===== src/design/ucut_pkg.sv =====
`default_nettype none
package ucut_pkg;

  localparam int CODE_W    = 10;
  localparam int RES_W     = 24;
  localparam int SUM_W     = RES_W + 1;
  localparam int DIVR_W    = 2 * RES_W;
  localparam int MV_W      = 16;
  localparam int LIM_W     = 8;
  localparam int CFG_IDX_W = 3;

  localparam logic [MV_W-1:0]   MV_MAX     = '1;
  localparam logic [RES_W-1:0]  FULL_CODE  = RES_W'(1023);
  localparam logic [DIVR_W-1:0] TAP_DIV_RST   = DIVR_W'(1);
  localparam logic [DIVR_W-1:0] SENSE_DIV_RST = '0;
  localparam logic [MV_W-1:0]   DISC_RST   = MV_W'(3000);
  localparam logic [MV_W-1:0]   RECON_RST  = MV_W'(3400);
  localparam logic [LIM_W-1:0]  LIMIT_RST  = LIM_W'(3);

  typedef enum logic [CFG_IDX_W-1:0] {
    CFG_TAP1_DIV,
    CFG_TAP2_DIV,
    CFG_TAP3_DIV,
    CFG_SENSE_DIV,
    CFG_DISCONNECT,
    CFG_RECONNECT,
    CFG_FAULT_LIM,
    CFG_RECOVERY_LIM
  } cfg_idx_t;

  typedef enum logic [1:0] {
    CH_TAP1,
    CH_TAP2,
    CH_TAP3,
    CH_SENSE
  } chan_t;

  typedef enum logic [3:0] {
    ST_IDLE,
    ST_PIN,
    ST_PIN_WAIT,
    ST_MUL,
    ST_DIV,
    ST_DIV_WAIT,
    ST_CELL,
    ST_RELAY,
    ST_DONE
  } state_t;

  typedef struct packed {
    logic start;
    logic long_op;
  } div_req_t;

  typedef struct packed {
    logic [CODE_W-1:0] adc_tap1;
    logic [CODE_W-1:0] adc_tap2;
    logic [CODE_W-1:0] adc_tap3;
    logic [CODE_W-1:0] adc_sense;
    logic              adc_fault;
  } in_word_t;

  typedef struct packed {
    logic [MV_W-1:0] tap1_mv;
    logic [MV_W-1:0] tap2_mv;
    logic [MV_W-1:0] tap3_mv;
    logic [MV_W-1:0] cell1_mv;
    logic [MV_W-1:0] cell2_mv;
    logic [MV_W-1:0] cell3_mv;
    logic            relay_on;
    logic            read_error;
  } out_word_t;

endpackage
`default_nettype wire


===== src/design/ucut_div.sv =====
`default_nettype none
module ucut_div #(
  parameter int DVD_W     = 38,
  parameter int SHORT_LEN = 23
) (
  input  wire logic                          clk,
  input  wire logic                          rst_n,
  input  wire ucut_pkg::div_req_t            req,
  input  wire logic [DVD_W-1:0]              dividend,
  input  wire logic [ucut_pkg::RES_W-1:0]    divisor,
  output logic      [DVD_W-1:0]              quot,
  output logic                               done
);

  localparam int LEN_W = $clog2(DVD_W + 1);
  localparam int RES_W = ucut_pkg::RES_W;

  logic [DVD_W-1:0] q_r;
  logic [RES_W-1:0] rem_r;
  logic [LEN_W-1:0] cnt_r;
  logic             busy_r;

  logic [RES_W:0]   rem_sh;
  logic [RES_W:0]   diff;
  logic             ge;
  logic [RES_W-1:0] rem_nxt;
  logic [DVD_W-1:0] q_nxt;

  // restoring division, dividend left-aligned in q_r, one quotient bit per cycle
  always_comb begin
    rem_sh  = {rem_r, q_r[DVD_W-1]};
    diff    = rem_sh - {1'b0, divisor};
    ge      = rem_sh >= {1'b0, divisor};
    rem_nxt = ge ? diff[RES_W-1:0] : rem_sh[RES_W-1:0];
    q_nxt   = {q_r[DVD_W-2:0], ge};
  end

  always_ff @(posedge clk) begin
    if (!rst_n) begin
      busy_r <= 1'b0;
      cnt_r  <= '0;
    end else if (req.start) begin
      busy_r <= 1'b1;
      cnt_r  <= req.long_op ? LEN_W'(DVD_W) : LEN_W'(SHORT_LEN);
    end else if (busy_r) begin
      if (cnt_r == '0) begin
        busy_r <= 1'b0;
      end else begin
        cnt_r <= cnt_r - LEN_W'(1);
      end
    end
  end

  always_ff @(posedge clk) begin
    if (req.start) begin
      q_r   <= dividend;
      rem_r <= '0;
    end else if (busy_r && cnt_r != '0) begin
      q_r   <= q_nxt;
      rem_r <= rem_nxt;
    end
  end

  assign quot = q_r;
  assign done = busy_r && (cnt_r == '0);

endmodule
`default_nettype wire


===== src/design/three_cell_undervoltage_cutoff_core.sv =====
`default_nettype none
// Three-cell undervoltage cutoff. One scan word in, one result word out. The sense
// channel is handled first, then taps one to three; each channel runs two restoring
// divisions through one shared divider at one quotient bit per cycle (code*VREF/1023,
// then pin*(top+bottom)/bottom); the second division is skipped for each channel whose
// bottom resistor is zero, and a scan rejected for ADC fault runs no division. The input
// stalls from accept until the result is placed in the output register; that register
// frees the input side while a result waits. Configuration writes take effect at once
// and belong in idle time.
module three_cell_undervoltage_cutoff_core #(
  parameter int ADC_VREF_MV = 5000
) (
  input  wire logic                              clk,
  input  wire logic                              rst_n,
  input  wire logic                              in_valid,
  output logic                                   in_stall,
  input  wire ucut_pkg::in_word_t                in_word,
  output logic                                   out_valid,
  input  wire logic                              out_stall,
  output ucut_pkg::out_word_t                    out_word,
  input  wire logic                              cfg_we,
  input  wire logic [ucut_pkg::CFG_IDX_W-1:0]    cfg_index,
  input  wire logic [ucut_pkg::DIVR_W-1:0]       cfg_wdata
);

  localparam int CODE_W = ucut_pkg::CODE_W;
  localparam int RES_W  = ucut_pkg::RES_W;
  localparam int SUM_W  = ucut_pkg::SUM_W;
  localparam int DIVR_W = ucut_pkg::DIVR_W;
  localparam int MV_W   = ucut_pkg::MV_W;
  localparam int LIM_W  = ucut_pkg::LIM_W;
  localparam int PIN_W  = $clog2(ADC_VREF_MV + 1);
  localparam int RAW_W  = CODE_W + PIN_W;
  localparam int NUM_W  = PIN_W + SUM_W;

  localparam logic [PIN_W-1:0] VREF = PIN_W'(ADC_VREF_MV);

  // configuration
  logic [DIVR_W-1:0] tap1_div_r, tap2_div_r, tap3_div_r, sense_div_r;
  logic [MV_W-1:0]   disc_r, recon_r;
  logic [LIM_W-1:0]  fault_lim_r, recov_lim_r;

  // control and state
  ucut_pkg::state_t  state_r, state_nxt;
  ucut_pkg::chan_t   ch_r, ch_nxt;
  ucut_pkg::in_word_t in_r;
  logic              err_r;
  logic [NUM_W-1:0]  num_r;
  logic [NUM_W-1:0]  sense_r;
  logic [MV_W-1:0]   tap_r  [3];
  logic [MV_W-1:0]   cell_r [3];
  logic              relay_r, relay_nxt;
  logic [LIM_W-1:0]  fc_r, fc_nxt, rc_r, rc_nxt;
  ucut_pkg::out_word_t out_r;
  logic              out_valid_r;

  // datapath
  logic [CODE_W-1:0] code_sel;
  logic [DIVR_W-1:0] div_sel;
  logic [RES_W-1:0]  top_sel, bot_sel;
  logic [SUM_W-1:0]  res_sum;
  logic [RAW_W-1:0]  raw;
  logic [NUM_W-1:0]  num_nxt;
  logic [NUM_W-1:0]  tap_diff, tap_pos;
  logic [MV_W-1:0]   tap_sat;
  logic [MV_W-1:0]   cell_nxt [3];
  logic              any_low, all_high;
  logic              accept, out_load, bot_zero;

  ucut_pkg::div_req_t div_req;
  logic [NUM_W-1:0]   div_dvd;
  logic [RES_W-1:0]   div_dvs;
  logic [NUM_W-1:0]   div_quot;
  logic               div_done;

  ucut_div #(
    .DVD_W     (NUM_W),
    .SHORT_LEN (RAW_W)
  ) u_div (
    .clk      (clk),
    .rst_n    (rst_n),
    .req      (div_req),
    .dividend (div_dvd),
    .divisor  (div_dvs),
    .quot     (div_quot),
    .done     (div_done)
  );

  always_ff @(posedge clk) begin
    if (!rst_n) begin
      tap1_div_r  <= ucut_pkg::TAP_DIV_RST;
      tap2_div_r  <= ucut_pkg::TAP_DIV_RST;
      tap3_div_r  <= ucut_pkg::TAP_DIV_RST;
      sense_div_r <= ucut_pkg::SENSE_DIV_RST;
      disc_r      <= ucut_pkg::DISC_RST;
      recon_r     <= ucut_pkg::RECON_RST;
      fault_lim_r <= ucut_pkg::LIMIT_RST;
      recov_lim_r <= ucut_pkg::LIMIT_RST;
    end else if (cfg_we) begin
      case (ucut_pkg::cfg_idx_t'(cfg_index))
        ucut_pkg::CFG_TAP1_DIV:     tap1_div_r  <= cfg_wdata;
        ucut_pkg::CFG_TAP2_DIV:     tap2_div_r  <= cfg_wdata;
        ucut_pkg::CFG_TAP3_DIV:     tap3_div_r  <= cfg_wdata;
        ucut_pkg::CFG_SENSE_DIV:    sense_div_r <= cfg_wdata;
        ucut_pkg::CFG_DISCONNECT:   disc_r      <= cfg_wdata[MV_W-1:0];
        ucut_pkg::CFG_RECONNECT:    recon_r     <= cfg_wdata[MV_W-1:0];
        ucut_pkg::CFG_FAULT_LIM:    fault_lim_r <= cfg_wdata[LIM_W-1:0];
        ucut_pkg::CFG_RECOVERY_LIM: recov_lim_r <= cfg_wdata[LIM_W-1:0];
        default: ;
      endcase
    end
  end

  // channel select
  always_comb begin
    case (ch_r)
      ucut_pkg::CH_TAP1: begin
        code_sel = in_r.adc_tap1;
        div_sel  = tap1_div_r;
      end
      ucut_pkg::CH_TAP2: begin
        code_sel = in_r.adc_tap2;
        div_sel  = tap2_div_r;
      end
      ucut_pkg::CH_TAP3: begin
        code_sel = in_r.adc_tap3;
        div_sel  = tap3_div_r;
      end
      default: begin
        code_sel = in_r.adc_sense;
        div_sel  = sense_div_r;
      end
    endcase
    top_sel  = div_sel[DIVR_W-1:RES_W];
    bot_sel  = div_sel[RES_W-1:0];
    bot_zero = (bot_sel == '0);
    res_sum  = {1'b0, top_sel} + {1'b0, bot_sel};
    raw      = {{PIN_W{1'b0}}, code_sel} * {{CODE_W{1'b0}}, VREF};
    num_nxt  = NUM_W'(div_quot[PIN_W-1:0]) * NUM_W'(res_sum);
    tap_diff = div_quot - sense_r;
    tap_pos  = (div_quot > sense_r) ? tap_diff : '0;
    tap_sat  = (tap_pos[NUM_W-1:MV_W] != '0) ? ucut_pkg::MV_MAX : tap_pos[MV_W-1:0];
  end

  // cells and relay decision
  always_comb begin
    cell_nxt[0] = tap_r[0];
    cell_nxt[1] = (tap_r[1] >= tap_r[0]) ? tap_r[1] - tap_r[0] : '0;
    cell_nxt[2] = (tap_r[2] >= tap_r[1]) ? tap_r[2] - tap_r[1] : '0;
    any_low  = (cell_r[0] <= disc_r) || (cell_r[1] <= disc_r) || (cell_r[2] <= disc_r);
    all_high = (cell_r[0] >= recon_r) && (cell_r[1] >= recon_r) && (cell_r[2] >= recon_r);
    fc_nxt    = fc_r;
    rc_nxt    = rc_r;
    relay_nxt = relay_r;
    if (relay_r) begin
      if (any_low) begin
        if (fc_r < fault_lim_r) begin
          fc_nxt = fc_r + LIM_W'(1);
        end
        rc_nxt = '0;
        if (fc_nxt >= fault_lim_r) begin
          relay_nxt = 1'b0;
        end
      end else begin
        fc_nxt = '0;
      end
    end else begin
      if (all_high) begin
        if (rc_r < recov_lim_r) begin
          rc_nxt = rc_r + LIM_W'(1);
        end
        fc_nxt = '0;
        if (rc_nxt >= recov_lim_r) begin
          relay_nxt = 1'b1;
        end
      end else begin
        rc_nxt = '0;
      end
    end
  end

  // sequencer
  always_comb begin
    state_nxt       = state_r;
    ch_nxt          = ch_r;
    div_req.start   = 1'b0;
    div_req.long_op = 1'b0;
    div_dvd         = num_r;
    div_dvs         = bot_sel;
    in_stall        = (state_r != ucut_pkg::ST_IDLE);
    accept          = in_valid && !in_stall;
    out_load        = 1'b0;
    case (state_r)
      ucut_pkg::ST_IDLE: begin
        if (accept) begin
          ch_nxt    = ucut_pkg::CH_SENSE;
          state_nxt = in_word.adc_fault ? ucut_pkg::ST_DONE : ucut_pkg::ST_PIN;
        end
      end
      ucut_pkg::ST_PIN: begin
        div_req.start = 1'b1;
        div_dvd       = {raw, {(NUM_W - RAW_W){1'b0}}};
        div_dvs       = ucut_pkg::FULL_CODE;
        state_nxt     = ucut_pkg::ST_PIN_WAIT;
      end
      ucut_pkg::ST_PIN_WAIT: begin
        div_dvs = ucut_pkg::FULL_CODE;
        if (div_done) begin
          state_nxt = ucut_pkg::ST_MUL;
        end
      end
      ucut_pkg::ST_MUL: begin
        if (bot_zero) begin
          ch_nxt    = ucut_pkg::chan_t'(ch_r + 2'd1);
          state_nxt = (ch_r == ucut_pkg::CH_TAP3) ? ucut_pkg::ST_CELL : ucut_pkg::ST_PIN;
        end else begin
          state_nxt = ucut_pkg::ST_DIV;
        end
      end
      ucut_pkg::ST_DIV: begin
        div_req.start   = 1'b1;
        div_req.long_op = 1'b1;
        state_nxt       = ucut_pkg::ST_DIV_WAIT;
      end
      ucut_pkg::ST_DIV_WAIT: begin
        if (div_done) begin
          ch_nxt    = ucut_pkg::chan_t'(ch_r + 2'd1);
          state_nxt = (ch_r == ucut_pkg::CH_TAP3) ? ucut_pkg::ST_CELL : ucut_pkg::ST_PIN;
        end
      end
      ucut_pkg::ST_CELL: begin
        state_nxt = ucut_pkg::ST_RELAY;
      end
      ucut_pkg::ST_RELAY: begin
        state_nxt = ucut_pkg::ST_DONE;
      end
      ucut_pkg::ST_DONE: begin
        if (!out_valid_r || !out_stall) begin
          out_load  = 1'b1;
          state_nxt = ucut_pkg::ST_IDLE;
        end
      end
      default: begin
        state_nxt = ucut_pkg::ST_IDLE;
      end
    endcase
  end

  always_ff @(posedge clk) begin
    if (!rst_n) begin
      state_r     <= ucut_pkg::ST_IDLE;
      ch_r        <= ucut_pkg::CH_SENSE;
      out_valid_r <= 1'b0;
    end else begin
      state_r <= state_nxt;
      ch_r    <= ch_nxt;
      if (out_load) begin
        out_valid_r <= 1'b1;
      end else if (!out_stall) begin
        out_valid_r <= 1'b0;
      end
    end
  end

  always_ff @(posedge clk) begin
    if (accept) begin
      in_r  <= in_word;
      err_r <= in_word.adc_fault;
    end
    if (state_r == ucut_pkg::ST_MUL) begin
      num_r <= num_nxt;
    end
    if (out_load) begin
      out_r.tap1_mv    <= tap_r[0];
      out_r.tap2_mv    <= tap_r[1];
      out_r.tap3_mv    <= tap_r[2];
      out_r.cell1_mv   <= cell_r[0];
      out_r.cell2_mv   <= cell_r[1];
      out_r.cell3_mv   <= cell_r[2];
      out_r.relay_on   <= relay_r;
      out_r.read_error <= err_r;
    end
  end

  // scan state: tap and cell stores, relay and counters
  always_ff @(posedge clk) begin
    if (!rst_n) begin
      for (int i = 0; i < 3; i++) begin
        tap_r[i]  <= '0;
        cell_r[i] <= '0;
      end
      sense_r <= '0;
      relay_r <= 1'b0;
      fc_r    <= '0;
      rc_r    <= '0;
    end else begin
      if ((state_r == ucut_pkg::ST_MUL && bot_zero) ||
          (state_r == ucut_pkg::ST_DIV_WAIT && div_done)) begin
        case (ch_r)
          ucut_pkg::CH_TAP1: tap_r[0] <= bot_zero ? '0 : tap_sat;
          ucut_pkg::CH_TAP2: tap_r[1] <= bot_zero ? '0 : tap_sat;
          ucut_pkg::CH_TAP3: tap_r[2] <= bot_zero ? '0 : tap_sat;
          default:           sense_r  <= bot_zero ? '0 : div_quot;
        endcase
      end
      if (state_r == ucut_pkg::ST_CELL) begin
        for (int i = 0; i < 3; i++) begin
          cell_r[i] <= cell_nxt[i];
        end
      end
      if (state_r == ucut_pkg::ST_RELAY) begin
        relay_r <= relay_nxt;
        fc_r    <= fc_nxt;
        rc_r    <= rc_nxt;
      end
    end
  end

  assign out_valid = out_valid_r;
  assign out_word  = out_r;

endmodule
`default_nettype wire

===== config.mk =====
export PLATFORM = sky130hd
export DESIGN_NAME = three_cell_undervoltage_cutoff_core
export DESIGN_NICKNAME = d
export VERILOG_FILES = /design/src/design/ucut_pkg.sv /design/src/design/ucut_div.sv /design/src/design/three_cell_undervoltage_cutoff_core.sv
export SDC_FILE = /design/constraint.sdc
export NUM_CORES = 2
export LEC_CHECK = 0
export ABC_CLOCK_PERIOD_IN_PS = 12500
export BUFFER_PORTS_ARGS = -buffer_cell sky130_fd_sc_hd__clkbuf_2
export CAP_MARGIN = 20
export CORE_MARGIN = 2
export CORE_UTILIZATION = 35
export DETAILED_ROUTE_END_ITERATION = 6
export SETUP_SLACK_MARGIN = 0.05
export SLEW_MARGIN = 20
export SYNTH_ARGS = -nofsm -noshare
export SYNTH_HDL_FRONTEND = slang
export SYNTH_SLANG_ARGS = --single-unit

===== constraint.sdc =====
create_clock -name clk -period 12.5 [get_ports clk]
set_input_delay 0.625 -clock clk [delete_from_list [all_inputs] [get_ports clk]]
set_output_delay 0.625 -clock clk [all_outputs]
set_load 0.005 [all_outputs]

======== After elaboration in Yosys (flattened, before gate mapping) ========
Memory sizes are Yosys's and may differ from the RTL's.
Cells that the tools add are included.
operators by class
  add/sub/neg operators ................... 9
  multipliers ............................. 2
  $lt $le $gt $ge ......................... 14
  eq/ne operators ......................... 25
  muxes and demuxes ....................... 77
  bitwise gates (word level) .............. 7
  reduce and logical (&&, ||, !) cells .... 43
operators by type and width
  cell                      number
  $mux W38                  5
  $mux W16                  10
  $pmux W48 S3              1
  $mux W8                   12
  $ge A16 B16 Y1            5
  $le A16 B16 Y1            3
  $mux W24                  2
  $gt A38 B38 Y1            1
  $mul A13 B25 Y38          1
  $sub A38 B38 Y38          1
  $pmux W4 S9               1
  $sub A16 B16 Y16          2
  $mux W1                   30
  $pmux W10 S3              1
  $add A24 B24 Y25          1
  $ge A25 B24 Y1            1
  $logic_not A24 Y1         1
  $mux W6                   4
  $reduce_and A2 Y1         12
  $sub A24 B24 Y24          1
  $reduce_bool A22 Y1       1
  $mul A10 B10 Y20 const B  1
  $mux W4                   5
  $add A8 B1 Y8 const B     2
  34 further kinds          73
word-level totals
  register bits ........................... 548
  memory bits (writable) .................. 96
  input port bits ......................... 97
  logic and storage cells ................. 212
  memories ................................ 2
memory list
  memory  depth  width  read ports  clocked after Yosys merged registers in  write ports  RTL line                                   RTL
  cell_r  3      16     3           0                                        3            three_cell_undervoltage_cutoff_core.sv:51  logic [MV_W-1:0] cell_r [3];
  tap_r   3      16     3           0                                        3            three_cell_undervoltage_cutoff_core.sv:50  logic [MV_W-1:0] tap_r [3];

======== Longest topological paths before layout ========
An unclocked memory read counts as a cell.
  depth after elaboration ................. 10
  mapped depth ............................ 42

======== Modules after synthesis ========
Synthesis repeated with hierarchy kept, for this count alone.
second synthesis, totals
  cells, all modules ...................... 5,141
  area total of the unflattened synthesis .. 46,562.2 sq um
by module, submodules not included
  module                               instances  cells each  area each (sq um)  sequential area each (sq um)
  three_cell_undervoltage_cutoff_core  1          4,700       42,193.0           14,243.7
  ucut_div                             1          441         4,369.2            1,761.7

======== Worst setup path after synthesis ========
Ideal clock, no wire load.
  kind .................................... reg-to-reg
  start point ............................. register ch_r[0]
  end point ............................... register num_r[34], data pin
  setup time .............................. 265 ps
  arrival ................................. 9,744 ps
  path slack .............................. 2,491 ps
  cell stages (with the launch flop) ...... 41
  path buffers ............................ 6
  cell sequence ........................... dfxtp_1 > ha_1 > buf_2 > clkbuf_1 > buf_1 > buf_1 > clkbuf_1 > mux2i_1 > ha_1 > fa_1 > a21o_1 > a21oi_1 > o211ai_1 > a31oi_1 > o21ai_0 > a221oi_1 > inv_1 > a21oi_1 > [... 5 more ...] > fa_1 > inv_1 > fa_1 > fa_1 > inv_1 > fa_1 > inv_1 > ha_1 > a21oi_1 > o211ai_1 > or3_1 > o21ai_0 > a211oi_1 > a41oi_1 > a21oi_1 > a21oi_1 > o21ai_0 > xor2_1
between the ends
  cells in the longest elaborated chain, start to end .. 4
RTL lines
  item                                        RTL line                                    RTL
  from (decl)                                 three_cell_undervoltage_cutoff_core.sv:45   ucut_pkg::chan_t ch_r, ch_nxt;
  from (signal assigned)                      three_cell_undervoltage_cutoff_core.sv:252  ch_r <= ucut_pkg::CH_SENSE;
  from (signal assigned)                      three_cell_undervoltage_cutoff_core.sv:256  ch_r <= ch_nxt;
  $eq A2 B2 Y1, or another cell as far along  three_cell_undervoltage_cutoff_core.sv:116  case (ch_r)
  $pmux W48 S3 *                              three_cell_undervoltage_cutoff_core.sv:116
  $add A24 B24 Y25 *                          three_cell_undervoltage_cutoff_core.sv:137  res_sum = {1'b0, top_sel} + {1'b0, bot_sel};
  $mul A13 B25 Y38 *                          three_cell_undervoltage_cutoff_core.sv:139  num_nxt = NUM_W'(div_quot[PIN_W-1:0]) * NUM_W'(res_sum);
  named net num_nxt[34]                       three_cell_undervoltage_cutoff_core.sv:63   logic [NUM_W-1:0] num_nxt;
  to (signal assigned)                        three_cell_undervoltage_cutoff_core.sv:271  num_r <= num_nxt;
  to (decl)                                   three_cell_undervoltage_cutoff_core.sv:48   logic [NUM_W-1:0] num_r;
Mark *: on every way through the listed nets, which the timed path passes. The rest lies on a longest branch.
A chain may end at the register's enable or synchronous reset.

======== Worst setup path after layout ========
Same ends and word-level chain as after synthesis.

==> results list <==
- Maxcap violations: 0
* Final Skew: ~0.026 ns
- Critical Path End Type: register
- Initial antenna violation count: 7
- TritonCTS created 70 clock buffers.
- Of the total power, the share spent switching nets is 0.374.
* Required arrival time at the worst endpoint: 12.88 ns
* Part of the power in registers: 0.333
* Number of buffers added for setup after CTS: 0
* Maximum fanout along the worst path: 40
- Of the total synthesized cell area, the portion taken by AND, OR, NAND and NOR gates is 0.161.
- Number of instances in the synthesized netlist: 4983
- Counting along the longest clock path gives a buffer depth of 3.
- The initial utilization of the core area, before any placement, comes to 0.353.
- First-pass GRT wire length: ~210 mm
- The count of nets left with antenna violations once routing finished came out at 0.
* Final Hold Viols: 0
* Post-synthesis compound-gate area fraction: 0.140
- Derived from the worst setup path, the maximum achievable clock frequency is between 0.09 and 0.1 GHz.
- Synthesized net count: 5741
- In the final timing run, aggregate negative setup slack is 0 ns.
- Portion of netlist area occupied by mux cells: 0.0193
- At the pin with the least slew margin, the transition time is 1.15 ns.
* TritonCTS clock tree: done
- The largest single stage delay on the critical path is 0.96 ns.
* Core region area: 128000 µm²
- Largest net degree at the start of global routing: 109
- Floorplan die width: between 300 and 400 µm
- Flip-flop cell with the highest count after synthesis: sky130_fd_sc_hd__dfxtp_1
* Overflow after GRT: 0
* Count of nets after finishing: 5836
* Post-synthesis register bit count: 644
- DR pass1 iterations: 7
- After synthesis, the mean cell area works out to between 9 and 10 µm².
- PortBufs: 196
* Slowest cell on the critical path: sky130_fd_sc_hd__xor2_1
- Across the VDD grid, the largest voltage drop is 232 µV.
* Switching Power: ~2.9 mW
* Number of vias after detailed routing: 36000
- After clock tree synthesis, the clock-pin slew on the worst setup and hold paths is 0.06 ns.
- Total of cells resized after clock tree synthesis: 0
- Cell internal pwr: approximately 4.8 mW
* Worst path bufs/invs: 6
- Combined area of all synthesized cells: 45000 µm²
- Leading post-synthesis cells by cell area: sky130_fd_sc_hd__edfxtp_1 21%, sky130_fd_sc_hd__dfxtp_1 15%, sky130_fd_sc_hd__fa_1 12%
- Power density cells: 153 nW/µm²
- Once detailed placement completed, the half-perimeter wirelength came to 96.8 mm.
* Final wirelength: 132 mm
- STA puts the critical path data arrival time at 10.79 ns.
- Number of global-route vias before repair: 35400
- Total die area: 132000 µm²
- For this run, design rule violations remaining after detail routing come to 21.
* Warning count from the yosys run: 0
* Dominant cell by count in the synthesized netlist: sky130_fd_sc_hd__nand2_1
* Leading cell types by count after synthesis: 933 x sky130_fd_sc_hd__nand2_1, 560 x sky130_fd_sc_hd__inv_1, 473 x sky130_fd_sc_hd__a21oi_1, 386 x sky130_fd_sc_hd__ha_1, 333 x sky130_fd_sc_hd__dfxtp_1
- The analysis attributes to cell leakage a power of about 21 nW.
- Sequential element share of the synthesized area: 0.355
- Post-route minimum period: between 10 and 15 ns
- Total power for the finished layout comes to 7.64 mW.
* Adder and majority cell fraction of the synthesized area: 0.229
* Wire length per cell: 19.4 µm
- Later-pin clock latency in the skew report: 0.65 ns
- Of the total power, the clock network draws 0.273.
- By area, the combinational part of the netlist is dominated by adder cells.
- Setup violations remaining at the end of the flow were counted as 0.
* Final clock period utilization by the worst path: 0.833
- The worst setup path is of the register to register kind.
* H-tree levels: 3
- Dividing the detail-routed via count by the number of cells gives 5.30.
- 197 I/O pins were placed.
* Share of flip-flops with an asynchronous set or reset: 0
* Chip Height: 363 µm
* Status: complete, but fails checks
- The synthesized design contains 311 enable-type register cells.
* RePlAce Congestion: ~0.94
- Of the total power, combinational logic draws 0.394.
* Worst hold path type: input port to register
- The checks that failed: DRC.
* Hold buffer count at CTS: 0
* Layout Area Growth over Synthesis: 11.3%
- The detailed router finished its first iteration with 3180 violations.
- Of the post-synthesis cell area, the dominant cell type holds 0.207.
* Xor and xnor fraction of the mapped netlist area: 0.0266
* Family of cells with the greatest summed delay on the critical path: adder cells
* Fraction of layout instances using a drive strength above 1: 0.0865
- The tree is rooted in a sky130_fd_sc_hd__clkbuf_16.
- Distinct cells, synth: 78
- Slew Limit Fails: 0
- For this run, the total global-route usage over all layers was measured as 0.198.
* Unrepaired setup endpoints after global routing: no
* Core Rows: ~130
- In this run the tightest slew margin relative to its limit is 0.232.
- STA classifies the critical path startpoint as a register.
* CTS sink cnt: 644
- Biggest area consumer among synthesized cells: sky130_fd_sc_hd__edfxtp_1
==> worst paths after layout <==
kind / end / slack [ns] / from / depth (start not counted)
setup / recovery: num_r[34] / 2.09 / ch_r[0] / 33
hold / removal: in_r[34] / 0.15 / in_word[34] / 1
setup reg to reg: num_r[34] / 2.09 / ch_r[0] / 33
hold reg to reg: out_word[97] / 0.45 / tap_r[0][15] / 0
==> per-stage QoR <==
| step | util | instance area [µm²] | hold WS, ns | worst slack (ns) | instances |
|---|---|---|---|---|---|
| floorplan | - | 45000 | 0.400 | 2.49 | 4983 |
| global placement | 0.375 | 47800 | 0.438 | 2.38 | 6668 |
| detailed placement | 0.375 | 47800 | 0.433 | 2.25 | 6668 |
| CTS | 0.392 | 50100 | 0.115 | 2.20 | 6793 |
| global route | 0.393 | 50100 | 0.136 | 1.34 | 6796 |
| finish | 0.393 | 50100 | 0.152 | 2.09 | 6796 |
==> kinds of logic (layout without fill, tap and decap cells) <==
group	count (synthesis)	in the layout
xor+xnor	137	137
mux	84	84
other cells	0	3
buf+inv	807	955
flops	644	644
compound gates	1022	1022
fa+ha+maj	661	661
simple gates	1628	1628
==> layout make-up <==
| cell class | instances | area [µm²] |
|---|---|---|
| Multi-Input combinational cell | 3532 | 26100 |
| Timing Repair Buffer | 269 | 1530 |
| Sequential cell | 644 | 16000 |
| Fill cell | 12800 | 77600 |
| Clock buffer | 93 | 1890 |
| Tap cell | 1662 | 2080 |
| Antenna cell | 3 | 7.51 |
| Clock inverter | 32 | 397 |
| Inverter | 561 | 2110 |
==> registers in the layout, indices dropped and copies added (netlist names), 40 cells and up <==
register	count
out_word	98
tap1_div_r	48
tap_r	48
sense_div_r	48
tap2_div_r	48
tap3_div_r	48
in_r	40
cell_r	48
==> worst reg2reg max path: cells and delay by family (launching register included) <==
| kind | cells | cell delay [ns] |
|---|---|---|
| muxes | 1 | 0.18 |
| xor gates and xnor gates | 2 | 1.06 |
| adders and majority gates | 8 | 3.60 |
| AOI/OAI and AO/OA | 13 | 3.41 |
| buffers and inverters | 6 | 1.02 |
| and+or+nand+nor | 3 | 0.52 |
| DFF | 1 | 0.36 |
==> metal layers <==
layer | vias up | track usage | wire (µm)
met3 | 211 | 0.0252 | 7720
met5 | - | 0 | 23
met1 | 17600 | 0.259 | 56600
met2 | 1152 | 0.339 | 63200
li1 | 17100 | - | -
met4 | 4 | 0.0675 | 3910
==> power by group through the flow <==
stage	registers, mW	clock network (mW)	logic, mW
after floorplan	2.55	0	2.22
after global placement	2.59	0	2.97
after detailed placement	2.59	0	2.99
after CTS	2.55	2.13	3.01
after global routing	2.56	2.20	3.38
final	2.55	2.08	3.01
==> cells in the final DEF (no fill, tap or decap), drive strengths merged, types with 84 or more instances in the layout <==
master  instances
edfxtp        311
fa            275
and2          170
a21o           99
ha            386
o21ai         145
clkbuf        289
nand2         933
nor2          169
a21oi         473
nand3          87
inv           565
xnor2          84
dfxtp         333
Power figures use the tool's default switching activity.
